===== src/drc_pkg.sv =====
// ----------------------------------------------------------------------------
// drc_pkg
// Types, constants and CRC-8 helpers for the digit record codec.
// ----------------------------------------------------------------------------
package drc_pkg;

  localparam int unsigned NumDigits = 6;
  localparam int unsigned ByteW     = 8;
  localparam int unsigned DigitW    = 4;
  localparam int unsigned RecW      = 64;
  localparam int unsigned DataW     = NumDigits * ByteW;

  localparam logic [ByteW-1:0] RecMarker = 8'hA5;
  localparam logic [ByteW-1:0] CrcPoly   = 8'h07;
  localparam logic [ByteW-1:0] DigitMax  = 8'd9;
  localparam logic [RecW-1:0]  RecErased = '1;

  typedef enum logic [2:0] {
    StOk        = 3'd0,
    StBadArg    = 3'd1,
    StErased    = 3'd2,
    StBadMarker = 3'd3,
    StBadDigit  = 3'd4,
    StBadCrc    = 3'd5
  } status_e;

  typedef logic [NumDigits-1:0][ByteW-1:0]  digits_t;
  typedef logic [NumDigits-1:0][DigitW-1:0] out_digits_t;

  typedef struct packed {
    logic            mode;
    digits_t         digit;
    logic [RecW-1:0] record_in;
  } in_t;

  typedef struct packed {
    logic [RecW-1:0] record_out;
    status_e         status;
    out_digits_t     digit;
  } res_t;

  typedef logic [ByteW-1:0] crc_col_t [DataW];

  function automatic logic [ByteW-1:0] crc8_byte(logic [ByteW-1:0] acc, logic [ByteW-1:0] b);
    logic [ByteW-1:0] v;
    v = acc ^ b;
    for (int k = 0; k < ByteW; k++) begin
      if (v[ByteW-1]) begin
        v = {v[ByteW-2:0], 1'b0} ^ CrcPoly;
      end else begin
        v = {v[ByteW-2:0], 1'b0};
      end
    end
    return v;
  endfunction

  function automatic logic [ByteW-1:0] crc8_msg(digits_t d, logic [ByteW-1:0] marker);
    logic [ByteW-1:0] acc;
    acc = '0;
    for (int i = 0; i < NumDigits; i++) begin
      acc = crc8_byte(acc, d[i]);
    end
    acc = crc8_byte(acc, marker);
    return acc;
  endfunction

  // Contribution of each single data bit to the CRC (the code is linear).
  function automatic crc_col_t crc8_cols();
    crc_col_t cols;
    digits_t  d;
    for (int j = 0; j < DataW; j++) begin
      d       = digits_t'({{(DataW-1){1'b0}}, 1'b1} << j);
      cols[j] = crc8_msg(d, '0);
    end
    return cols;
  endfunction

  localparam crc_col_t         CrcCols       = crc8_cols();
  localparam logic [ByteW-1:0] CrcMarkerTerm = crc8_msg('0, RecMarker);

endpackage


===== src/drc_in_if.sv =====
// ----------------------------------------------------------------------------
// drc_in_if
// Input channel of the digit record codec: valid/ready plus one item.
// ----------------------------------------------------------------------------
interface drc_in_if;

  logic        valid;
  logic        ready;
  logic        mode;
  logic [7:0]  digit_0;
  logic [7:0]  digit_1;
  logic [7:0]  digit_2;
  logic [7:0]  digit_3;
  logic [7:0]  digit_4;
  logic [7:0]  digit_5;
  logic [63:0] record_in;

  modport source (
    output valid, mode, digit_0, digit_1, digit_2, digit_3, digit_4, digit_5, record_in,
    input  ready
  );

  modport sink (
    input  valid, mode, digit_0, digit_1, digit_2, digit_3, digit_4, digit_5, record_in,
    output ready
  );

endinterface


===== src/drc_out_if.sv =====
// ----------------------------------------------------------------------------
// drc_out_if
// Result channel of the digit record codec: valid/ready plus one item.
// ----------------------------------------------------------------------------
interface drc_out_if;

  logic        valid;
  logic        ready;
  logic [63:0] record_out;
  logic [2:0]  status;
  logic [3:0]  out_digit_0;
  logic [3:0]  out_digit_1;
  logic [3:0]  out_digit_2;
  logic [3:0]  out_digit_3;
  logic [3:0]  out_digit_4;
  logic [3:0]  out_digit_5;

  modport source (
    output valid, record_out, status, out_digit_0, out_digit_1, out_digit_2,
           out_digit_3, out_digit_4, out_digit_5,
    input  ready
  );

  modport sink (
    input  valid, record_out, status, out_digit_0, out_digit_1, out_digit_2,
           out_digit_3, out_digit_4, out_digit_5,
    output ready
  );

endinterface


===== src/drc_crc8.sv =====
// ----------------------------------------------------------------------------
// drc_crc8
// CRC-8/ATM of six data bytes followed by the record marker, as an XOR tree.
// ----------------------------------------------------------------------------
module drc_crc8
  import drc_pkg::*;
(
  input  digits_t          data_i,
  output logic [ByteW-1:0] crc_o
);

  logic [DataW-1:0] flat;

  assign flat = data_i;

  always_comb begin
    crc_o = CrcMarkerTerm;
    for (int j = 0; j < DataW; j++) begin
      crc_o = crc_o ^ (flat[j] ? CrcCols[j] : '0);
    end
  end

endmodule


===== src/drc_codec.sv =====
// ----------------------------------------------------------------------------
// drc_codec
// Encode six digits into a record or decode and check a stored record.
// ----------------------------------------------------------------------------
module drc_codec
  import drc_pkg::*;
(
  input  in_t  item_i,
  output res_t res_o
);

  digits_t            data;
  digits_t            rec_digits;
  logic [ByteW-1:0]   crc;
  logic [ByteW-1:0]   rec_marker;
  logic [ByteW-1:0]   rec_crc;
  logic               digits_ok;

  assign rec_digits = item_i.record_in[DataW-1:0];
  assign rec_marker = item_i.record_in[DataW +: ByteW];
  assign rec_crc    = item_i.record_in[RecW-1 -: ByteW];
  assign data       = item_i.mode ? rec_digits : item_i.digit;

  always_comb begin
    digits_ok = 1'b1;
    for (int i = 0; i < NumDigits; i++) begin
      if (data[i] > DigitMax) begin
        digits_ok = 1'b0;
      end
    end
  end

  drc_crc8 u_crc (
    .data_i (data),
    .crc_o  (crc)
  );

  always_comb begin
    res_o.record_out = '0;
    res_o.status     = StOk;
    res_o.digit      = '0;
    if (!item_i.mode) begin
      if (!digits_ok) begin
        res_o.status = StBadArg;
      end else begin
        res_o.record_out = {crc, RecMarker, item_i.digit};
      end
    end else begin
      priority if (item_i.record_in == RecErased) begin
        res_o.status = StErased;
      end else if (rec_marker != RecMarker) begin
        res_o.status = StBadMarker;
      end else if (!digits_ok) begin
        res_o.status = StBadDigit;
      end else if (crc != rec_crc) begin
        res_o.status = StBadCrc;
      end else begin
        for (int i = 0; i < NumDigits; i++) begin
          res_o.digit[i] = rec_digits[i][DigitW-1:0];
        end
      end
    end
  end

endmodule


===== src/digit_record_crc8_codec.sv =====
// ----------------------------------------------------------------------------
// digit_record_crc8_codec
// Pack six decimal digits into a CRC-8 protected 64-bit record, or check one.
// ----------------------------------------------------------------------------
// Mode 0 builds the record (digits in bytes 0..5, marker 0xA5 in byte 6,
// CRC-8/ATM of bytes 0..6 in byte 7) or reports a digit above 9. Mode 1
// checks a stored record for the erased pattern, the marker, the digit range
// and the CRC in that priority and returns the digits on success. An item
// is taken into the input register, and its result is registered into the
// output register once that register is empty or being taken; one item is
// accepted every cycle while the result side keeps taking them.
module digit_record_crc8_codec
  import drc_pkg::*;
(
  input  logic             clk_i,
  input  logic             rst_ni,
  drc_in_if.sink           in_i,
  drc_out_if.source        out_o
);

  logic s1_valid_q;
  logic out_valid_q;
  logic s1_adv;
  in_t  s1_d;
  in_t  s1_q;
  res_t res_d;
  res_t out_q;

  assign s1_adv     = !out_valid_q || out_o.ready;
  assign in_i.ready = !s1_valid_q || s1_adv;

  assign s1_d.mode      = in_i.mode;
  assign s1_d.digit     = {in_i.digit_5, in_i.digit_4, in_i.digit_3,
                           in_i.digit_2, in_i.digit_1, in_i.digit_0};
  assign s1_d.record_in = in_i.record_in;

  drc_codec u_codec (
    .item_i (s1_q),
    .res_o  (res_d)
  );

  always_ff @(posedge clk_i or negedge rst_ni) begin
    if (!rst_ni) begin
      s1_valid_q  <= 1'b0;
      out_valid_q <= 1'b0;
    end else begin
      if (in_i.ready) begin
        s1_valid_q <= in_i.valid;
      end
      if (s1_adv) begin
        out_valid_q <= s1_valid_q;
      end
    end
  end

  always_ff @(posedge clk_i) begin
    if (in_i.valid && in_i.ready) begin
      s1_q <= s1_d;
    end
    if (s1_adv && s1_valid_q) begin
      out_q <= res_d;
    end
  end

  assign out_o.valid       = out_valid_q;
  assign out_o.record_out  = out_q.record_out;
  assign out_o.status      = out_q.status;
  assign out_o.out_digit_0 = out_q.digit[0];
  assign out_o.out_digit_1 = out_q.digit[1];
  assign out_o.out_digit_2 = out_q.digit[2];
  assign out_o.out_digit_3 = out_q.digit[3];
  assign out_o.out_digit_4 = out_q.digit[4];
  assign out_o.out_digit_5 = out_q.digit[5];

endmodule

===== src/flat_wrapper.sv =====
// flat-port wrapper written by rule: the top's interface ports become plain ports
module digit_record_crc8_codec_flat import drc_pkg::*;
  (clk_i, rst_ni, in_i_valid, in_i_mode, in_i_digit_0, in_i_digit_1, in_i_digit_2, in_i_digit_3, in_i_digit_4, in_i_digit_5, in_i_record_in, in_i_ready, out_o_valid, out_o_record_out, out_o_status, out_o_out_digit_0, out_o_out_digit_1, out_o_out_digit_2, out_o_out_digit_3, out_o_out_digit_4, out_o_out_digit_5, out_o_ready);
  drc_in_if in_i_i ();
  drc_out_if out_o_i ();
  input  logic clk_i;
  input  logic rst_ni;
  input wire logic [$bits(in_i_i.valid)-1:0] in_i_valid;
  input wire logic [$bits(in_i_i.mode)-1:0] in_i_mode;
  input wire logic [$bits(in_i_i.digit_0)-1:0] in_i_digit_0;
  input wire logic [$bits(in_i_i.digit_1)-1:0] in_i_digit_1;
  input wire logic [$bits(in_i_i.digit_2)-1:0] in_i_digit_2;
  input wire logic [$bits(in_i_i.digit_3)-1:0] in_i_digit_3;
  input wire logic [$bits(in_i_i.digit_4)-1:0] in_i_digit_4;
  input wire logic [$bits(in_i_i.digit_5)-1:0] in_i_digit_5;
  input wire logic [$bits(in_i_i.record_in)-1:0] in_i_record_in;
  output wire logic [$bits(in_i_i.ready)-1:0] in_i_ready;
  output wire logic [$bits(out_o_i.valid)-1:0] out_o_valid;
  output wire logic [$bits(out_o_i.record_out)-1:0] out_o_record_out;
  output wire logic [$bits(out_o_i.status)-1:0] out_o_status;
  output wire logic [$bits(out_o_i.out_digit_0)-1:0] out_o_out_digit_0;
  output wire logic [$bits(out_o_i.out_digit_1)-1:0] out_o_out_digit_1;
  output wire logic [$bits(out_o_i.out_digit_2)-1:0] out_o_out_digit_2;
  output wire logic [$bits(out_o_i.out_digit_3)-1:0] out_o_out_digit_3;
  output wire logic [$bits(out_o_i.out_digit_4)-1:0] out_o_out_digit_4;
  output wire logic [$bits(out_o_i.out_digit_5)-1:0] out_o_out_digit_5;
  input wire logic [$bits(out_o_i.ready)-1:0] out_o_ready;
  assign in_i_i.valid = in_i_valid;
  assign in_i_i.mode = in_i_mode;
  assign in_i_i.digit_0 = in_i_digit_0;
  assign in_i_i.digit_1 = in_i_digit_1;
  assign in_i_i.digit_2 = in_i_digit_2;
  assign in_i_i.digit_3 = in_i_digit_3;
  assign in_i_i.digit_4 = in_i_digit_4;
  assign in_i_i.digit_5 = in_i_digit_5;
  assign in_i_i.record_in = in_i_record_in;
  assign in_i_ready = in_i_i.ready;
  assign out_o_valid = out_o_i.valid;
  assign out_o_record_out = out_o_i.record_out;
  assign out_o_status = out_o_i.status;
  assign out_o_out_digit_0 = out_o_i.out_digit_0;
  assign out_o_out_digit_1 = out_o_i.out_digit_1;
  assign out_o_out_digit_2 = out_o_i.out_digit_2;
  assign out_o_out_digit_3 = out_o_i.out_digit_3;
  assign out_o_out_digit_4 = out_o_i.out_digit_4;
  assign out_o_out_digit_5 = out_o_i.out_digit_5;
  assign out_o_i.ready = out_o_ready;
  digit_record_crc8_codec u_core (.clk_i(clk_i), .rst_ni(rst_ni), .in_i(in_i_i), .out_o(out_o_i));
endmodule

===== config.mk =====
export PLATFORM = sky130hd
export DESIGN_NAME = digit_record_crc8_codec_flat
export DESIGN_NICKNAME = d
export VERILOG_FILES = /design/src/drc_pkg.sv /design/src/drc_in_if.sv /design/src/drc_out_if.sv /design/src/drc_crc8.sv /design/src/drc_codec.sv /design/src/digit_record_crc8_codec.sv /design/src/flat_wrapper.sv
export SDC_FILE = /design/constraint.sdc
export NUM_CORES = 1
export LEC_CHECK = 0
export BUFFER_PORTS_ARGS = -buffer_cell sky130_fd_sc_hd__clkbuf_2
export CAP_MARGIN = 20
export CORE_UTILIZATION = 54
export DETAILED_ROUTE_END_ITERATION = 8
export HOLD_SLACK_MARGIN = 0.03
export PLACE_DENSITY = 0.85
export SKIP_LAST_GASP = 1
export SYNTH_ARGS = -nofsm -noshare
export SYNTH_HDL_FRONTEND = slang
export SYNTH_SLANG_ARGS = --single-unit

===== constraint.sdc =====
create_clock -name clk_i -period 5 [get_ports clk_i]
set_input_delay 1 -clock clk_i [delete_from_list [all_inputs] [get_ports clk_i]]
set_output_delay 1 -clock clk_i [all_outputs]
set_load 0.03 [all_outputs]

# Word-level counts from Yosys, hierarchy flattened
# Cells that the tools add are included.
[totals] output_inout_bits=93 elab_cells=148 in_bits=117 regBits=206
[op_classes] n_mux=62 bitwise_logic=50 n_reduce_logical=8 magnitude_cmp=6 n_eq_ne=3
[ops] op="8-bit XOR" count=47
[ops] op="8-bit 2-to-1 mux" count=23
[ops] op="7-bit 2-to-1 mux" count=15
[ops] op="64-bit equality test, second input constant" count=1
[ops] op="56-bit 2-to-1 mux" count=1
[ops] op="8-bit by 4-bit > comparator with 1-bit output, second input constant" count=6
[ops] op="48-bit 2-to-1 mux" count=1
[ops] op="6-bit 2-to-1 mux" count=6
[ops] op="3-bit 2-to-1 mux" count=5
[ops] op="5-bit 2-to-1 mux" count=3
[ops] op="8-bit inequality test" count=1
[ops] op="8-bit inequality test, second input constant" count=1
[ops] op="1-bit 2-to-1 mux" count=7
[ops] op="5-bit OR reduction" count=1
[ops] op="4-bit 2-to-1 mux" count=1
[ops] op="4-bit NOT" count=1
[ops] op="1-bit logical AND" count=2
[ops] op="1-bit logical NOT" count=2
[ops] op="1-bit logical OR" count=2
[ops] op="1-bit NOT" count=2
[ops] op="2-bit OR reduction" count=1

# Longest topological paths before layout
[logic_depth] ltp_word=56 ltp_mapped=15 depth_no_buf=11

# Modules after synthesis
# From an unflattened synthesis, not the netlist that was laid out.
[unflattened] cells_unflattened=567 hier_area_um2=9024.9
[modules_own_cells] module="digit_record_crc8_codec" area_per_inst_um2=6229.7 cells_per_inst=212 n_inst=1 seq_area_each_um2=6175.9
[modules_own_cells] module="drc_codec" area_per_inst_um2=1784.2 cells_per_inst=269 n_inst=1 seq_area_each_um2=0.0
[modules_own_cells] module="drc_crc8" area_per_inst_um2=1011.0 cells_per_inst=86 n_inst=1 seq_area_each_um2=0.0

# Least setup slack after synthesis
# Ideal clock, no wire load.
[synth_timing] kind="input to register" from="input out_o_ready" to="register u_core.s1_q[0] in the netlist's numbering (enable)" path_buffers=0 slack_ns=0.531 path_stages=2 setup_time_ns=0.485 t_arrival_ns=3.984 t_required_ns=4.515 path_cell_list="nand3b_1 -> and2_1"
[synth_via] elab_chain_len=3
[synth_rtl] item="start: declaration" line_no="flat_wrapper.sv:27" rtl="input wire logic [$bits(out_o_i.ready)-1:0] out_o_ready;"
[synth_rtl] item="1-bit logical OR" line_no="digit_record_crc8_codec.sv:29" rtl="assign s1_adv = !out_valid_q || out_o.ready;"
[synth_rtl] item="1-bit logical OR" line_no="digit_record_crc8_codec.sv:30" rtl="assign in_i.ready = !s1_valid_q || s1_adv;"
[synth_rtl] item="1-bit logical AND" line_no="digit_record_crc8_codec.sv:57" rtl="if (in_i.valid && in_i.ready) begin"
[synth_rtl] item="end signal: assignment" line_no="digit_record_crc8_codec.sv:58" rtl="s1_q <= s1_d;"
[synth_rtl] item="end: declaration" line_no="digit_record_crc8_codec.sv:25" rtl="in_t s1_q;"
# Every way passes these cells.
# A chain may end at the register's enable or synchronous reset.

# Worst setup path in the final report
[layout_timing] from="register u_core.s1_q[112] in the netlist's numbering" to="register u_core.out_q, in the netlist u_core.out_o.status[2] (data pin)"
[layout_via] elab_chain_len=56 elab_cells_between_ends=115 classes_between="order compare: 6; eq/ne: 1; mux: 60; bitwise: 48"
[layout_rtl] item="48-bit 2-to-1 mux" line_no="drc_codec.sv:22" rtl="assign data = item_i.mode ? rec_digits : item_i.digit;"
[layout_rtl] item="8-bit 2-to-1 mux" line_no="drc_crc8.sv:19" rtl="crc_o = crc_o ^ (flat[j] ? CrcCols[j] : '0);"
[layout_rtl] item="4-bit NOT (no source line)"
[layout_rtl] item="8-bit XOR (47 in a row)" line_no="drc_crc8.sv:19"
[layout_rtl] item="8-bit inequality test" line_no="drc_codec.sv:55" rtl="end else if (crc != rec_crc) begin"
[layout_rtl] item="3-bit 2-to-1 mux" line_no="drc_codec.sv:55"
[layout_rtl] item="3-bit 2-to-1 mux" line_no="drc_codec.sv:53" rtl="end else if (!digits_ok) begin"
[layout_rtl] item="3-bit 2-to-1 mux" line_no="drc_codec.sv:51" rtl="end else if (rec_marker != RecMarker) begin"
[layout_rtl] item="3-bit 2-to-1 mux" line_no="drc_codec.sv:49" rtl="priority if (item_i.record_in == RecErased) begin"
[layout_rtl] item="3-bit 2-to-1 mux (*)" line_no="drc_codec.sv:42" rtl="if (!item_i.mode) begin"
[layout_rtl] item="end signal: assignment" line_no="digit_record_crc8_codec.sv:61" rtl="out_q <= res_d;"
[layout_rtl] item="end: declaration" line_no="digit_record_crc8_codec.sv:27" rtl="res_t out_q;"
# Every way passes the cells marked *; elsewhere a longest branch is shown, timed or not.

==> results.toml <==
[outcome]
status = "complete, no violations"

[drt]
post-route-drc-count = 0
highest_layer = "met4"
routed-via-count = 5704
wl_met1_um = 8898
viasPerCell = 5.453
drt-total-wl_um = 22450
met3WireLength_um = 1910
met2WireLength_um = 11060
drt_pass1_iterations = 5
wl_per_cell_um = 21.46
drt_iter0_markers = 596
ant_nets = 0

[global_route]
grt_remaining_overflow = 0
grt_pass1_wl_um = 32650
grt_pass1_vias = 5593
grt_max_degree = 72
grt_usage = 0.2559
antenna_found_initial = 1

[synthesis]
synth_top_flop_cell = "edfxtp_1"
syn_inst = 575
synth.avg_cell_area_um2 = 16.49
synth_seq_area_share = 0.6290
synth.cell_area_um2 = 9484
yosysWarnings = 0
synthArstFlopShare = 0.01005
ys_types = 47
ys_seq_elements = 199
synth_enable_flop_cells = 197

[floorplanning]
start_util = 0.5502
core_area_um2 = 17240
die_w_um = 134.5
die_y_um = 134.5
fp-row-count = 48
pin_count = 210
die_area_um2 = 18100

[timing]
clock_skew_ps = 10.60
fin_crit_sh = 0.7935
fmax_mhz = 252.0
final_hold_viol_count = 0
grt_setup_unrepaired = "false"
worstMarginPinSlew_ps = 928.4
slew_headroom = 0.3811
setup_viol = 0
min_period_ps = 3968
drv_slew = 0
fin_ws_ps = 1032
tns_ps = 0
whs_ps = 336.9

[clocking]
post_cts_resized = 0
cts.clk_slew.worst_paths_ps = 70
cts_buffers = 17
root_buffer = "clkbuf_16"
clockBufferDepth = 2
cts_hold_buf = 0
insertion_delay_ps = 440
post_cts.repair.setup_buffers = 0
cts_max_level = 4
cts_tree = "built"
clock_sinks = 199

[power]
internal_power_w = 0.003377
clkPwrFrac = 0.303
vdd_drop_max_mv = 0.2801
p_comb_frac = 0.260
pwr-share-seq = 0.437
p_sw_w = 0.001351
p_sw_frac = 0.2857
power_density_nw_per_um2 = 414.5
leakagePower_nw = 4.840

[placement]
port_buffers = 205
dp_slack_ps = 1092
dp.cells = 1013
hpwl_um = 16710
place_area_um2 = 10780
gp_routability_congestion = 0.9204

[setup_path]
critPathKind = "reg -> reg"
endpoint_kind = "flop"
worstSetupStartpointType = "flop"
rr_worst_depth = 10
crit_fanout = 31
r2r-end = "u_core.out_o.status[2]$_SDFFCE_PP0P_"
reg2reg_slack_ps = 1030
critical_path_required_ps = 5200
worstPathArrival_ps = 4170
reg2reg_from = "u_core.s1_q[112]$_DFFE_PP_"

[min_path]
hp-class = "in -> async"

[cells_and_area]
final_area_um2 = 11410
syn_to_final_growth_pct = 20.26
drive_above_1_share = 0.3289
final_cell_mix = "205 x clkbuf_2, 197 x edfxtp_1, 68 x xnor2_1"
instances_no_fill = 1046
layout_commonest_cell = "clkbuf_2"
antennaDiodeCount = 0
fin_nets = 927
fillers = 1236

[run]
max-cap-violations = 0
## stage by stage
step	utilization	total power (W)
2_1_floorplan	-	0.003050
3_3_place_gp	0.6252	0.003318
3_5_place_dp	0.6252	0.003320
4_1_cts	0.6611	0.004746
5_1_grt	0.6617	0.004889
6_report	0.6617	0.004728
## registers in the layout, summed over array words and instances, names as in the netlist
register and cells:
u_core.out_o.out_digit_2 4, u_core.out_o.status 3, u_core.out_o.out_digit_3 4, u_core.out_o.out_digit_5 4, u_core.out_o.valid 1, u_core.out_o.out_digit_0 4, u_core.out_o.out_digit_1 4, u_core.out_o.record_out 57
u_core.s1_valid_q 1, u_core.s1_q 113, u_core.out_o.out_digit_4 4
## layer usage
layer / vias up / global-route usage
li1: 2587 / -
met1: 2749 / 0.3403
met2: 322 / 0.4085
met3: 46 / 0.06381
met4: 0 / 0.09925
met5: - / 0
## cell type report
class | count | area, um2 | share of cell area
multi-input cells | 374 | 3436 | 0.3012
inverters | 2 | 7.507 | 0.0006582
repair buffers | 214 | 1097 | 0.09620
clock buffers | 17 | 425.4 | 0.03730
flip-flops and latches | 199 | 5966 | 0.5230
well taps | 225 | 281.5 | 0.02468
clock inverters | 15 | 192.7 | 0.01689
## power by group through the flow
stage | clock network (W) | logic, W | registers, W
4_1_cts | 0.00146 | 0.00123 | 0.00206
3_5_place_dp | 0 | 0.00122 | 0.00210
3_3_place_gp | 0 | 0.00122 | 0.00209
6_report | 0.00143 | 0.00123 | 0.00207
5_1_grt | 0.00151 | 0.00130 | 0.00207
2_1_floorplan | 0 | 0.000899 | 0.00215
## worst max-delay path, stage by stage (launching register included)
cell      delay [ps]
edfxtp_1         580
inv_2            660
buf_4            370
mux2i_1          210
xnor3_1          410
xnor2_1          420
xnor3_2          310
nand2_1           90
nor4_4           150
buf_4            270
and2b_2          240
## how the worst max path moves through the flow
stage / slack (ps) / startpoint / endpoint
final: 1030 / u_core.s1_q[112]$_DFFE_PP_ / u_core.out_o.status[2]$_SDFFCE_PP0P_
after floorplan: 530 / out_o_ready / u_core.s1_q[0]$_DFFE_PP_
after global routing: 820 / u_core.s1_q[112]$_DFFE_PP_ / u_core.out_o.status[2]$_SDFFCE_PP0P_
after global placement: 1150 / u_core.s1_q[112]$_DFFE_PP_ / u_core.out_o.status[2]$_SDFFCE_PP0P_
after CTS: 1080 / u_core.s1_q[112]$_DFFE_PP_ / u_core.out_o.status[2]$_SDFFCE_PP0P_
after detailed placement: 1090 / u_core.s1_q[112]$_DFFE_PP_ / u_core.out_o.status[2]$_SDFFCE_PP0P_
## cell families (layout without fill, tap and decap cells)
group | after synthesis | count (layout) | share of synthesized area
AO/OA/AOI/OAI | 22 | 22 | 0.01491
XOR/XNOR | 152 | 152 | 0.2062
adder cells (fa/ha/maj) | 2 | 2 | 0.002638
buffers and inverters | 29 | 248 | 0.02045
flip-flops | 199 | 199 | 0.6290
multiplexers | 40 | 40 | 0.04353
other | 1 | 28 | 0.0003954
AND/OR/NAND/NOR | 130 | 130 | 0.08285
## synthesized netlist by cell type, types with 4 or more instances
library cell | number | share of area
edfxtp_1 | 197 | 0.62
nor3_1 | 10 | 0.0053
mux2i_1 | 39 | 0.041
xnor3_2 | 6 | 0.015
nor4_1 | 11 | 0.0073
o21ai_0 | 10 | 0.0053
xnor2_1 | 68 | 0.063
and3_1 | 20 | 0.013
nand4_1 | 18 | 0.012
nor2_1 | 13 | 0.0051
buf_6 | 7 | 0.0083
a21oi_1 | 4 | 0.0021
and3_2 | 4 | 0.0032
nand2_1 | 9 | 0.0036
buf_4 | 8 | 0.0063
and2_1 | 26 | 0.017
xnor3_1 | 35 | 0.083
nand3_1 | 5 | 0.0026
xor2_1 | 38 | 0.035
clkbuf_1 | 9 | 0.0036
No activity file was read; power rests on OpenSTA's default activity.
